### src/design/mcd_pkg.sv
// ----------------------------------------------------------------------------
// MIDI clock divider package
// Event codes, widths, divisor limits and shared types.
// ----------------------------------------------------------------------------
`default_nettype none

package mcd_pkg;

  // Field widths
  localparam int OP_W   = 3;
  localparam int POS_W  = 14;
  localparam int DIV_W  = 6;
  localparam int PROD_W = POS_W + 3;            // position * 6 fits in 17 bits
  localparam int STEP_W = $clog2(PROD_W);

  // Divisor limits
  localparam int MAX_DIVIDE   = 48;
  localparam int DIVIDE_RESET = 24;

  // APB register map
  localparam int PADDR_W = 3;
  localparam int PDATA_W = 32;
  localparam logic [PADDR_W-3:0] REG_CLOCK_DIVIDE = '0;

  // Event codes
  localparam logic [OP_W-1:0] OP_TICK     = 3'd0;
  localparam logic [OP_W-1:0] OP_START    = 3'd1;
  localparam logic [OP_W-1:0] OP_CONTINUE = 3'd2;
  localparam logic [OP_W-1:0] OP_STOP     = 3'd3;
  localparam logic [OP_W-1:0] OP_POSITION = 3'd4;

  // Sequencer states
  typedef enum logic {
    ST_IDLE,
    ST_MOD
  } state_t;

  // Remainder unit control and status
  typedef struct packed {
    logic start;
  } mod_ctl_t;

  typedef struct packed {
    logic busy;
    logic done;
  } mod_sts_t;

endpackage

`default_nettype wire

### src/design/mcd_if.sv
// ----------------------------------------------------------------------------
// MIDI clock divider channels
// Valid/ready channels for incoming events and outgoing pulse results.
// ----------------------------------------------------------------------------
`default_nettype none

interface mcd_evt_if;
  import mcd_pkg::*;

  logic             valid;
  logic             ready;
  logic [OP_W-1:0]  op;
  logic [POS_W-1:0] song_position;

  modport source (output valid, output op, output song_position, input ready);
  modport sink   (input valid, input op, input song_position, output ready);
endinterface

interface mcd_pulse_if;
  logic valid;
  logic ready;
  logic clock_pulse;
  logic reset_pulse;

  modport source (output valid, output clock_pulse, output reset_pulse, input ready);
  modport sink   (input valid, input clock_pulse, input reset_pulse, output ready);
endinterface

`default_nettype wire

### src/design/mcd_mod.sv
// ----------------------------------------------------------------------------
// MIDI clock divider remainder unit
// Bit-serial (position * 6) mod divisor, one product bit per cycle, MSB first.
// ----------------------------------------------------------------------------
`default_nettype none

module mcd_mod
  import mcd_pkg::*;
(
  input  wire logic             clk,
  input  wire logic             rst,
  input  wire mod_ctl_t         ctl,
  input  wire logic [POS_W-1:0] song_position,
  input  wire logic [DIV_W-1:0] divisor,
  output      mod_sts_t         sts,
  output      logic [DIV_W-1:0] rem
);

  logic [PROD_W-1:0] shreg;
  logic [STEP_W-1:0] step;
  logic              busy;
  logic              done;
  logic [DIV_W:0]    rem_ext;
  logic [DIV_W:0]    rem_sub;
  logic [PROD_W-1:0] product;

  // Form position * 6 as two shifted copies
  assign product = {1'b0, song_position, 2'b00} + {2'b00, song_position, 1'b0};

  // Shift in the next product bit and conditionally subtract the divisor
  assign rem_ext = {rem, shreg[PROD_W-1]};
  assign rem_sub = rem_ext - {1'b0, divisor};

  // Control: run for one step per product bit
  always_ff @(posedge clk) begin
    if (rst) begin
      busy <= 1'b0;
      done <= 1'b0;
      step <= '0;
    end else begin
      done <= 1'b0;
      if (ctl.start) begin
        busy <= 1'b1;
        step <= STEP_W'(PROD_W - 1);
      end else if (busy) begin
        step <= step - 1'b1;
        if (step == '0) begin
          busy <= 1'b0;
          done <= 1'b1;
        end
      end
    end
  end

  // Datapath: load the product, then advance one bit a cycle
  always_ff @(posedge clk) begin
    if (ctl.start) begin
      shreg <= product;
      rem   <= '0;
    end else if (busy) begin
      shreg <= {shreg[PROD_W-2:0], 1'b0};
      if (rem_ext >= {1'b0, divisor}) begin
        rem <= rem_sub[DIV_W-1:0];
      end else begin
        rem <= rem_ext[DIV_W-1:0];
      end
    end
  end

  assign sts.busy = busy;
  assign sts.done = done;

endmodule

`default_nettype wire

### src/design/mcd_cfg.sv
// ----------------------------------------------------------------------------
// MIDI clock divider register block
// APB-style access to the clamped clock divide register.
// ----------------------------------------------------------------------------
`default_nettype none

module mcd_cfg
  import mcd_pkg::*;
(
  input  wire logic               clk,
  input  wire logic               rst,
  input  wire logic               psel,
  input  wire logic               penable,
  input  wire logic               pwrite,
  input  wire logic [PADDR_W-1:0] paddr,
  input  wire logic [PDATA_W-1:0] pwdata,
  output      logic [PDATA_W-1:0] prdata,
  output      logic               pready,
  output      logic [DIV_W-1:0]   divisor
);

  logic             hit;
  logic             wr_en;
  logic [DIV_W-1:0] wval;
  logic [DIV_W-1:0] divisor_next;

  assign pready = 1'b1;
  assign hit    = (paddr[PADDR_W-1:2] == REG_CLOCK_DIVIDE);
  assign wr_en  = psel && penable && pwrite && pready && hit;
  assign wval   = pwdata[DIV_W-1:0];

  // Clamp the written value into 1..MAX_DIVIDE
  always_comb begin
    if (wval > DIV_W'(MAX_DIVIDE)) begin
      divisor_next = DIV_W'(MAX_DIVIDE);
    end else if (wval == '0) begin
      divisor_next = DIV_W'(1);
    end else begin
      divisor_next = wval;
    end
  end

  // Hold the divisor
  always_ff @(posedge clk) begin
    if (rst) begin
      divisor <= DIV_W'(DIVIDE_RESET);
    end else if (wr_en) begin
      divisor <= divisor_next;
    end
  end

  // Read back
  assign prdata = hit ? {{(PDATA_W-DIV_W){1'b0}}, divisor} : '0;

endmodule

`default_nettype wire

### src/design/midi_clock_divider.sv
// Path: tick, start, continue, stop and unknown events pass the pending register
// and then the output register; song position first waits for the 17-step
// bit-serial remainder of position * 6 by the divisor.
// Flow: events wait while the pending register is full or a remainder runs; the
// next event is taken while the previous result waits at the output register.
// Reset: transport stopped, count and armed flag cleared, divisor 24, output empty.
// ----------------------------------------------------------------------------
// MIDI clock divider top level
// Divides MIDI timing ticks by a programmable ratio and fires reset pulses.
// ----------------------------------------------------------------------------
`default_nettype none

module midi_clock_divider
  import mcd_pkg::*;
(
  input  wire logic               clk,
  input  wire logic               rst,
  mcd_evt_if.sink                 evt,
  mcd_pulse_if.source             pulse,
  input  wire logic               psel,
  input  wire logic               penable,
  input  wire logic               pwrite,
  input  wire logic [PADDR_W-1:0] paddr,
  input  wire logic [PDATA_W-1:0] pwdata,
  output      logic [PDATA_W-1:0] prdata,
  output      logic               pready
);

  state_t           state;
  state_t           state_next;
  logic [DIV_W-1:0] divisor;
  logic [DIV_W-1:0] rem;
  mod_ctl_t         mod_ctl;
  mod_sts_t         mod_sts;

  logic             running;
  logic [DIV_W-1:0] tick_count;
  logic             pulse_armed;

  logic             pend_valid;
  logic             pend_clk;
  logic             pend_rst;
  logic             out_valid;
  logic             out_clk;
  logic             out_rst;

  logic             accept;
  logic             move;
  logic [DIV_W-1:0] count_inc;
  logic             fire;

  mcd_cfg u_cfg (
    .clk     (clk),
    .rst     (rst),
    .psel    (psel),
    .penable (penable),
    .pwrite  (pwrite),
    .paddr   (paddr),
    .pwdata  (pwdata),
    .prdata  (prdata),
    .pready  (pready),
    .divisor (divisor)
  );

  mcd_mod u_mod (
    .clk           (clk),
    .rst           (rst),
    .ctl           (mod_ctl),
    .song_position (evt.song_position),
    .divisor       (divisor),
    .sts           (mod_sts),
    .rem           (rem)
  );

  assign accept = evt.valid && evt.ready;

  // Tick decision
  assign count_inc = tick_count + 1'b1;
  assign fire      = running && ((count_inc >= divisor) || pulse_armed);

  // Next state
  always_comb begin
    state_next = state;
    case (state)
      ST_IDLE: begin
        if (accept && (evt.op == OP_POSITION)) begin
          state_next = ST_MOD;
        end
      end
      ST_MOD: begin
        if (mod_sts.done) begin
          state_next = ST_IDLE;
        end
      end
      default: state_next = ST_IDLE;
    endcase
  end

  // Sequencer outputs
  always_comb begin
    evt.ready     = 1'b0;
    mod_ctl.start = 1'b0;
    case (state)
      ST_IDLE: begin
        evt.ready     = !pend_valid;
        mod_ctl.start = evt.valid && !pend_valid && (evt.op == OP_POSITION);
      end
      ST_MOD: begin
        evt.ready = 1'b0;
      end
      default: begin
        evt.ready = 1'b0;
      end
    endcase
  end

  always_ff @(posedge clk) begin
    if (rst) begin
      state <= ST_IDLE;
    end else begin
      state <= state_next;
    end
  end

  // Transport state update
  always_ff @(posedge clk) begin
    if (rst) begin
      running     <= 1'b0;
      tick_count  <= '0;
      pulse_armed <= 1'b0;
    end else if (accept) begin
      case (evt.op)
        OP_TICK: begin
          if (fire) begin
            tick_count  <= '0;
            pulse_armed <= 1'b0;
          end else if (running) begin
            tick_count <= count_inc;
          end
        end
        OP_START: begin
          running     <= 1'b1;
          tick_count  <= '0;
          pulse_armed <= 1'b1;
        end
        OP_CONTINUE: running <= 1'b1;
        OP_STOP:     running <= 1'b0;
        default: ;
      endcase
    end else if (mod_sts.done) begin
      tick_count <= rem;
      if (rem == '0) begin
        pulse_armed <= 1'b1;
      end
    end
  end

  // Pending result: filled on a finished event, drained into the output register
  assign move = pend_valid && (!out_valid || pulse.ready);

  always_ff @(posedge clk) begin
    if (rst) begin
      pend_valid <= 1'b0;
    end else if (accept && (evt.op != OP_POSITION)) begin
      pend_valid <= 1'b1;
    end else if (mod_sts.done) begin
      pend_valid <= 1'b1;
    end else if (move) begin
      pend_valid <= 1'b0;
    end
  end

  always_ff @(posedge clk) begin
    if (accept && (evt.op != OP_POSITION)) begin
      pend_clk <= (evt.op == OP_TICK) && fire;
      pend_rst <= (evt.op == OP_START);
    end else if (mod_sts.done) begin
      pend_clk <= 1'b0;
      pend_rst <= 1'b0;
    end
  end

  // Output register
  always_ff @(posedge clk) begin
    if (rst) begin
      out_valid <= 1'b0;
    end else if (move) begin
      out_valid <= 1'b1;
    end else if (pulse.ready) begin
      out_valid <= 1'b0;
    end
  end

  always_ff @(posedge clk) begin
    if (move) begin
      out_clk <= pend_clk;
      out_rst <= pend_rst;
    end
  end

  assign pulse.valid       = out_valid;
  assign pulse.clock_pulse = out_clk;
  assign pulse.reset_pulse = out_rst;

endmodule

`default_nettype wire

### src/flat_wrapper.sv
// flat-port wrapper written by rule: the top's interface ports become plain ports
module midi_clock_divider_flat import mcd_pkg::*;
  (clk, rst, psel, penable, pwrite, paddr, pwdata, prdata, pready, evt_valid, evt_op, evt_song_position, evt_ready, pulse_valid, pulse_clock_pulse, pulse_reset_pulse, pulse_ready);
  mcd_evt_if evt_i ();
  mcd_pulse_if pulse_i ();
  input  wire logic clk;
  input  wire logic rst;
  input  wire logic psel;
  input  wire logic penable;
  input  wire logic pwrite;
  input  wire logic [PADDR_W-1:0] paddr;
  input  wire logic [PDATA_W-1:0] pwdata;
  output      logic [PDATA_W-1:0] prdata;
  output      logic pready;
  input wire logic [$bits(evt_i.valid)-1:0] evt_valid;
  input wire logic [$bits(evt_i.op)-1:0] evt_op;
  input wire logic [$bits(evt_i.song_position)-1:0] evt_song_position;
  output wire logic [$bits(evt_i.ready)-1:0] evt_ready;
  output wire logic [$bits(pulse_i.valid)-1:0] pulse_valid;
  output wire logic [$bits(pulse_i.clock_pulse)-1:0] pulse_clock_pulse;
  output wire logic [$bits(pulse_i.reset_pulse)-1:0] pulse_reset_pulse;
  input wire logic [$bits(pulse_i.ready)-1:0] pulse_ready;
  assign evt_i.valid = evt_valid;
  assign evt_i.op = evt_op;
  assign evt_i.song_position = evt_song_position;
  assign evt_ready = evt_i.ready;
  assign pulse_valid = pulse_i.valid;
  assign pulse_clock_pulse = pulse_i.clock_pulse;
  assign pulse_reset_pulse = pulse_i.reset_pulse;
  assign pulse_i.ready = pulse_ready;
  midi_clock_divider u_core (.clk(clk), .rst(rst), .evt(evt_i), .pulse(pulse_i), .psel(psel), .penable(penable), .pwrite(pwrite), .paddr(paddr), .pwdata(pwdata), .prdata(prdata), .pready(pready));
endmodule
### config.mk
export PLATFORM = sky130hd
export DESIGN_NAME = midi_clock_divider_flat
export DESIGN_NICKNAME = d
export VERILOG_FILES = /design/src/design/mcd_pkg.sv /design/src/design/mcd_if.sv /design/src/design/mcd_mod.sv /design/src/design/mcd_cfg.sv /design/src/design/midi_clock_divider.sv /design/src/flat_wrapper.sv
export SDC_FILE = /design/constraint.sdc
export NUM_CORES = 1
export LEC_CHECK = 0
export BUFFER_PORTS_ARGS = -buffer_cell sky130_fd_sc_hd__buf_4
export CAP_MARGIN = 10
export CELL_PAD_IN_SITES_DETAIL_PLACEMENT = 1
export CELL_PAD_IN_SITES_GLOBAL_PLACEMENT = 1
export CORE_MARGIN = 3
export CORE_UTILIZATION = 39
export CTS_CLUSTER_DIAMETER = 50
export DETAILED_ROUTE_END_ITERATION = 8
export GPL_TIMING_DRIVEN = 1
export PLACE_DENSITY = 0.92
export SLEW_MARGIN = 20
export SYNTH_ARGS = -nofsm -noshare
export SYNTH_HDL_FRONTEND = slang
export SYNTH_SLANG_ARGS = --single-unit
### constraint.sdc
create_clock -name clk -period 3.1 [get_ports clk]
set_input_delay 0 -clock clk [delete_from_list [all_inputs] [get_ports clk]]
set_output_delay 0 -clock clk [all_outputs]
set_load 0.01 [all_outputs]
# After elaboration in Yosys (flattened, before gate mapping)
# Cells that the tools add are included.
[classes]
addsub = 4
muxes = 36
n_lt_le_gt_ge = 3
n_eq_ne = 8
reduce_logical = 32
bitwise_logic = 3
[ops]
columns = ["op", "count"]
rows = [
  ["$mux 6", 8],
  ["$mux 17", 2],
  ["$mux 1", 19],
  ["$add 16x15->17", 1],
  ["$logic_not 6->1", 2],
  ["$pmux 6 s2", 1],
  ["$reduce_bool 2->1", 6],
  ["$logic_and 1x1->1", 11],
  ["$mux 5", 2],
  ["$ne 3x3->1 const B", 3],
  ["$pmux 1 s2", 4],
  ["$ge 7x6->1", 1],
  ["$add 6x1->6 const B", 1],
  ["$eq 3x2->1 const B", 2],
  ["$ge 6x6->1", 1],
  ["$gt 6x6->1 const B", 1],
  ["$sub 6x6->6", 1],
  ["$logic_not 5->1", 1],
  ["$sub 5x1->5 const B", 1],
  ["$ne 4x3->1 const B", 1],
  ["$reduce_and 4->1", 1],
  ["$reduce_or 2->1", 2],
  ["$eq 3x1->1 const B", 1],
  ["$eq 3x3->1 const B", 1],
  ["other kinds (8)", 12],
]
[totals]
regBits = 51
wordCells = 103
out_inout_bits = 37

# Depth between registers and ports, before layout
[depth]
word_depth = 7
ltp_mapped = 10

# Modules after synthesis
# Synthesis repeated with hierarchy kept, for this count alone.
[hier_totals]
cells_unflattened = 424
hier_area_um2 = 3664.8
[modules_own_cells]
columns = ["module", "instances", "area_each_um2", "cells_each", "seq_area_each_um2"]
rows = [
  ["mcd_mod", 1, 2232.1, 252, 740.7],
  ["midi_clock_divider", 1, 923.4, 107, 340.3],
  ["mcd_cfg", 1, 509.2, 65, 120.1],
]

# Worst setup path after synthesis
# Ideal clock, no wire load.
[synth_timing]
path_kind = "register to register"
startpoint = "register u_core.tick_count[0]"
endpoint = "register u_core.tick_count[0]"
slack_ps = 912
path_stages_with_launch = 11
arrival_ps = 2103
n_path_buf = 0
required_ps = 3014
period_less_slack_ps = 2188
setup_ps = 86
path_cell_list = "dfxtp_1 ha_1 nand3_1 xnor2_1 ha_1 a21o_1 a211oi_1 o22ai_1 nor2_2 a221oi_1 a211oi_1"
[synth_via]
elab_chain_cells = 7
word_cells_on_any_way = 10
classes_between = "add/sub (1); order compare (1); eq/ne (1); mux (4); reduce/logical (3)"
[synth_rtl]
columns = ["item", "line_no", "rtl"]
rows = [
  ["from (decl)", "midi_clock_divider.sv:37", "logic [DIV_W-1:0] tick_count;"],
  ["from (signal assigned)", "midi_clock_divider.sv:138", "tick_count <= count_inc;"],
  ["from (signal assigned)", "midi_clock_divider.sv:151", "tick_count <= rem;"],
  ["$add 6x1->6 *", "midi_clock_divider.sv:78", "assign count_inc = tick_count + 1'b1;"],
  ["$ge 6x6->1", "midi_clock_divider.sv:79", "assign fire = running && ((count_inc >= divisor) || pulse_armed);"],
  ["$logic_or 1x1->1", "midi_clock_divider.sv:79", ""],
  ["$logic_and 1x1->1", "midi_clock_divider.sv:79", ""],
  ["$mux 6", "midi_clock_divider.sv:134", "if (fire) begin"],
  ["$pmux 6 s2", "midi_clock_divider.sv:132", "case (evt.op)"],
  ["$mux 6", "midi_clock_divider.sv:131", "end else if (accept) begin"],
]
# Every way passes the cells marked *; elsewhere a longest branch is shown, timed or not. The select of a mux whose other input is x is not followed.
# A chain may end at the register's enable or synchronous reset.

# Worst setup path in the final report
[layout_timing]
startpoint = "register u_core.tick_count[0]"
endpoint = "register u_core.tick_count[3]"
# The elaborated chain is that of the path after synthesis.

==> reports/metrics.cfg <==
[power]
intPower_uw = 1300
swShare_pct = 31.4
power_leakage_uw = 0.00174
irDropWorstVdd_v = 0.000192
p_per_area_nw_per_um2 = 470
clock_power_share_pct = 29.5
pwr-share-comb_pct = 29.1
switchingPower_uw = 598
p_seq_share_pct = 41.4

[layout]
layout.area.seq_um2 = 1200
area_growth_pct = 14.9
drive_gt1_share_pct = 14.5
nFillCells = 1049
nets = 532
antenna_cells = 0
multi_input_area_um2 = 2080

[route]
routedWlPerCell_um = 15.7
drtIter0Drc = 124
viasPerCell = 5.37
drtPass1Iterations = 4
vias = 2953
postRouteAntennaNets = 0
drcViolationCount = 0
wl_um = 8640

[placement]
hpwl_um = 6340
io_buffers = 40
finalWeightedCongestion = 0.880
post-place-ws_ns = 0.579

[yosys]
synth.top_cell.area_share_pct = 17.1
synth_ff_type = dfxtp_1
post-synth-top-area-cell = dfxtp_1
synthesis.area_um2 = 3520
synthMostInstantiatedCell = nand2_1
ys.warnings.count = 0
synth_cell_type_count = 62
synthTopCellsByCount = nand2_1, nor2_1, dfxtp_1, ha_1, buf_4
synth-edff-count = 20
synthArstFlopShare_pct = 0
seq_area_frac_synth_pct = 34.1
ys_ff_latch = 50
avgSynthCellArea_um2 = 8.89
synthCells = 396
synth.area.top_cells = dfxtp_1, edfxtp_1, ha_1, buf_4, nand2_1

[sta]
worst_hold_slack_ns = 0.0424
worst_pin_slew_ns = 0.673
drv_slew = 0
hold_viol_final = 0
max_clock_freq_mhz = 373
fin_tns_setup_ns = 0
slew_headroom_pct = 55.1
setup_violations = 0
rsz0062_at_grt = false
timing.final.ws_setup_ns = 0.419
worst_clock_skew_ns = 0.0133
finalCritPeriodShare_pct = 86.5
fin_crit_ns = 2.68

[floorplan]
ios = 96
core_area_um2 = 8760
start_util_pct = 40.2
die_h_um = 101
die_area_um2 = 10200
die_w_um = 101
rows = 34

[clock_tree]
cts_sinks = 50
cts_root_buf = clkbuf_8
htree_levels = 2
clk_pin_slew_ns = 0.10
cts_setup_buffers = 0
holdBufCountCts = 10
cts_resized = 0
clk_path_buf_depth = 2
clock_latency_ns = 0.32
cts_tree = yes
cts_made_buffers = 5

[global_routing]
grt_overflow_total = 0
grt_antenna_before_repair = 0
grt_max_degree = 37
grt_pass1_wl_um = 14300
grt_pass1_vias = 3028
grt_use_total_pct = 17.5

[critical_path]
path_buf_inv = 0
timing.reg2reg.setup_slack_ns = 0.42
path_class = flop to flop
crit_start = u_core.tick_count[0]
required_ns = 3.35
max_stage_delay_ns = 0.41
cpMaxStageDelayCell = dfxtp_1
worstSetupEndpointType = flop
path_cells = ha_1 > nand3_1 > xnor2_1 > ha_1 > a21o_1 > a211oi_1 > o22ai_1 > nor2_2 > o21ai_0 > a31oi_1
crit_path_max_fanout = 7
crit_family = compound AO/OA/AOI/OAI gates
cp_common_cell = ha_1
worstSetupStartpointType = flop
r2r-start = u_core.tick_count[0]
cp_data_arrival_time_ns = 2.93

[min_path]
holdCritPathClass = input port to flop
worstHoldStart = rst

[job]
drv_cap = 0

[run_status]
outcome = finished, final reports clean

## worst register-to-register path: cells and delay by family (launching register included)
kind,cells,cell delay (ns)
AOI/OAI and AO/OA,5,0.99
adders and majority gates,2,0.56
DFF,1,0.41
and+or+nand+nor,2,0.41
xor gates and xnor gates,1,0.25
## registers in the layout (all words and copies together) (netlist names)
name                      cells
u_core.running                1
u_core.pulse.valid            1
u_core.u_mod.busy             1
u_core.pend_clk               1
u_core.pulse.clock_pulse      1
u_core.u_mod.shreg           16
u_core.u_mod.done             1
u_core.pulse_armed            1
u_core.pend_valid             1
u_core.u_mod.step             5
u_core.tick_count             6
u_core.u_mod.rem              6
u_core.u_cfg.divisor          6
u_core.state                  1
u_core.pulse.reset_pulse      1
u_core.pend_rst               1
## layout by cell type (no fill, tap or decap), types with 6 or more instances in the layout
cell type	count
a21oi_1	23
xnor2_1	11
ha_1	30
nand3_1	8
inv_1	20
nand2b_1	8
dlygate4sd3_1	10
edfxtp_1	20
nor3_1	14
buf_4	42
nor2_1	35
dfxtp_1	30
a21o_1	9
conb_1	27
xor2_1	8
nor2b_1	6
o21ai_0	19
nand2_1	36
## routing by layer
metal / GRT usage (%) / part of all wire [%] / vias up
met3: 3.39 / 4.1 / 13
met1: 20.3 / 44 / 1422
met4: 6.65 / 1.9 / 0
met2: 31.7 / 50 / 63
li1: - / - / 1455
met5: 0 / 0 / -
## stage by stage
stage	utilization (%)	area [um^2]	total power [uW]	cells
finish	46.2	4050	1900	550
detailed placement	43.5	3810	1340	532
global route	46.2	4050	2010	550
global placement	43.5	3810	1310	532
CTS	46.2	4050	1910	550
floorplan	-	3610	1210	421
## area by class of cell
class / instances / share of cell area (%)
well taps: 108 / 3.34
repair buffers: 52 / 10.3
clock inverters: 3 / 1.70
multi-input cells: 312 / 51.5
flip-flops and latches: 50 / 29.7
clock buffers: 5 / 1.70
inverters: 20 / 1.86
## final timing paths
check	end	cells after the start
setup / recovery	u_core.tick_count[3]	10
hold / removal	u_core.pend_valid	2
hold reg to reg	u_core.pulse.reset_pulse	0
setup reg to reg	u_core.tick_count[3]	10
## power groups by stage
stage | Combinational (uW) | Clock, uW | Sequential [uW]
after floorplan | 432 | 0 | 779
after global placement | 506 | 0 | 799
after detailed placement | 536 | 0 | 801
after CTS | 551 | 575 | 786
after global routing | 616 | 596 | 794
final | 553 | 562 | 787
## cells by family after synthesis
group                      synth area share, %
AOI/OAI and AO/OA                         18.3
xor gates and xnor gates                  4.73
adders and majority gates                 11.8
buffers and inverters                     9.42
DFF                                       34.1
muxes                                     2.70
other                                    0.213
and+or+nand+nor                           18.7
Power figures use the tool's default switching activity.
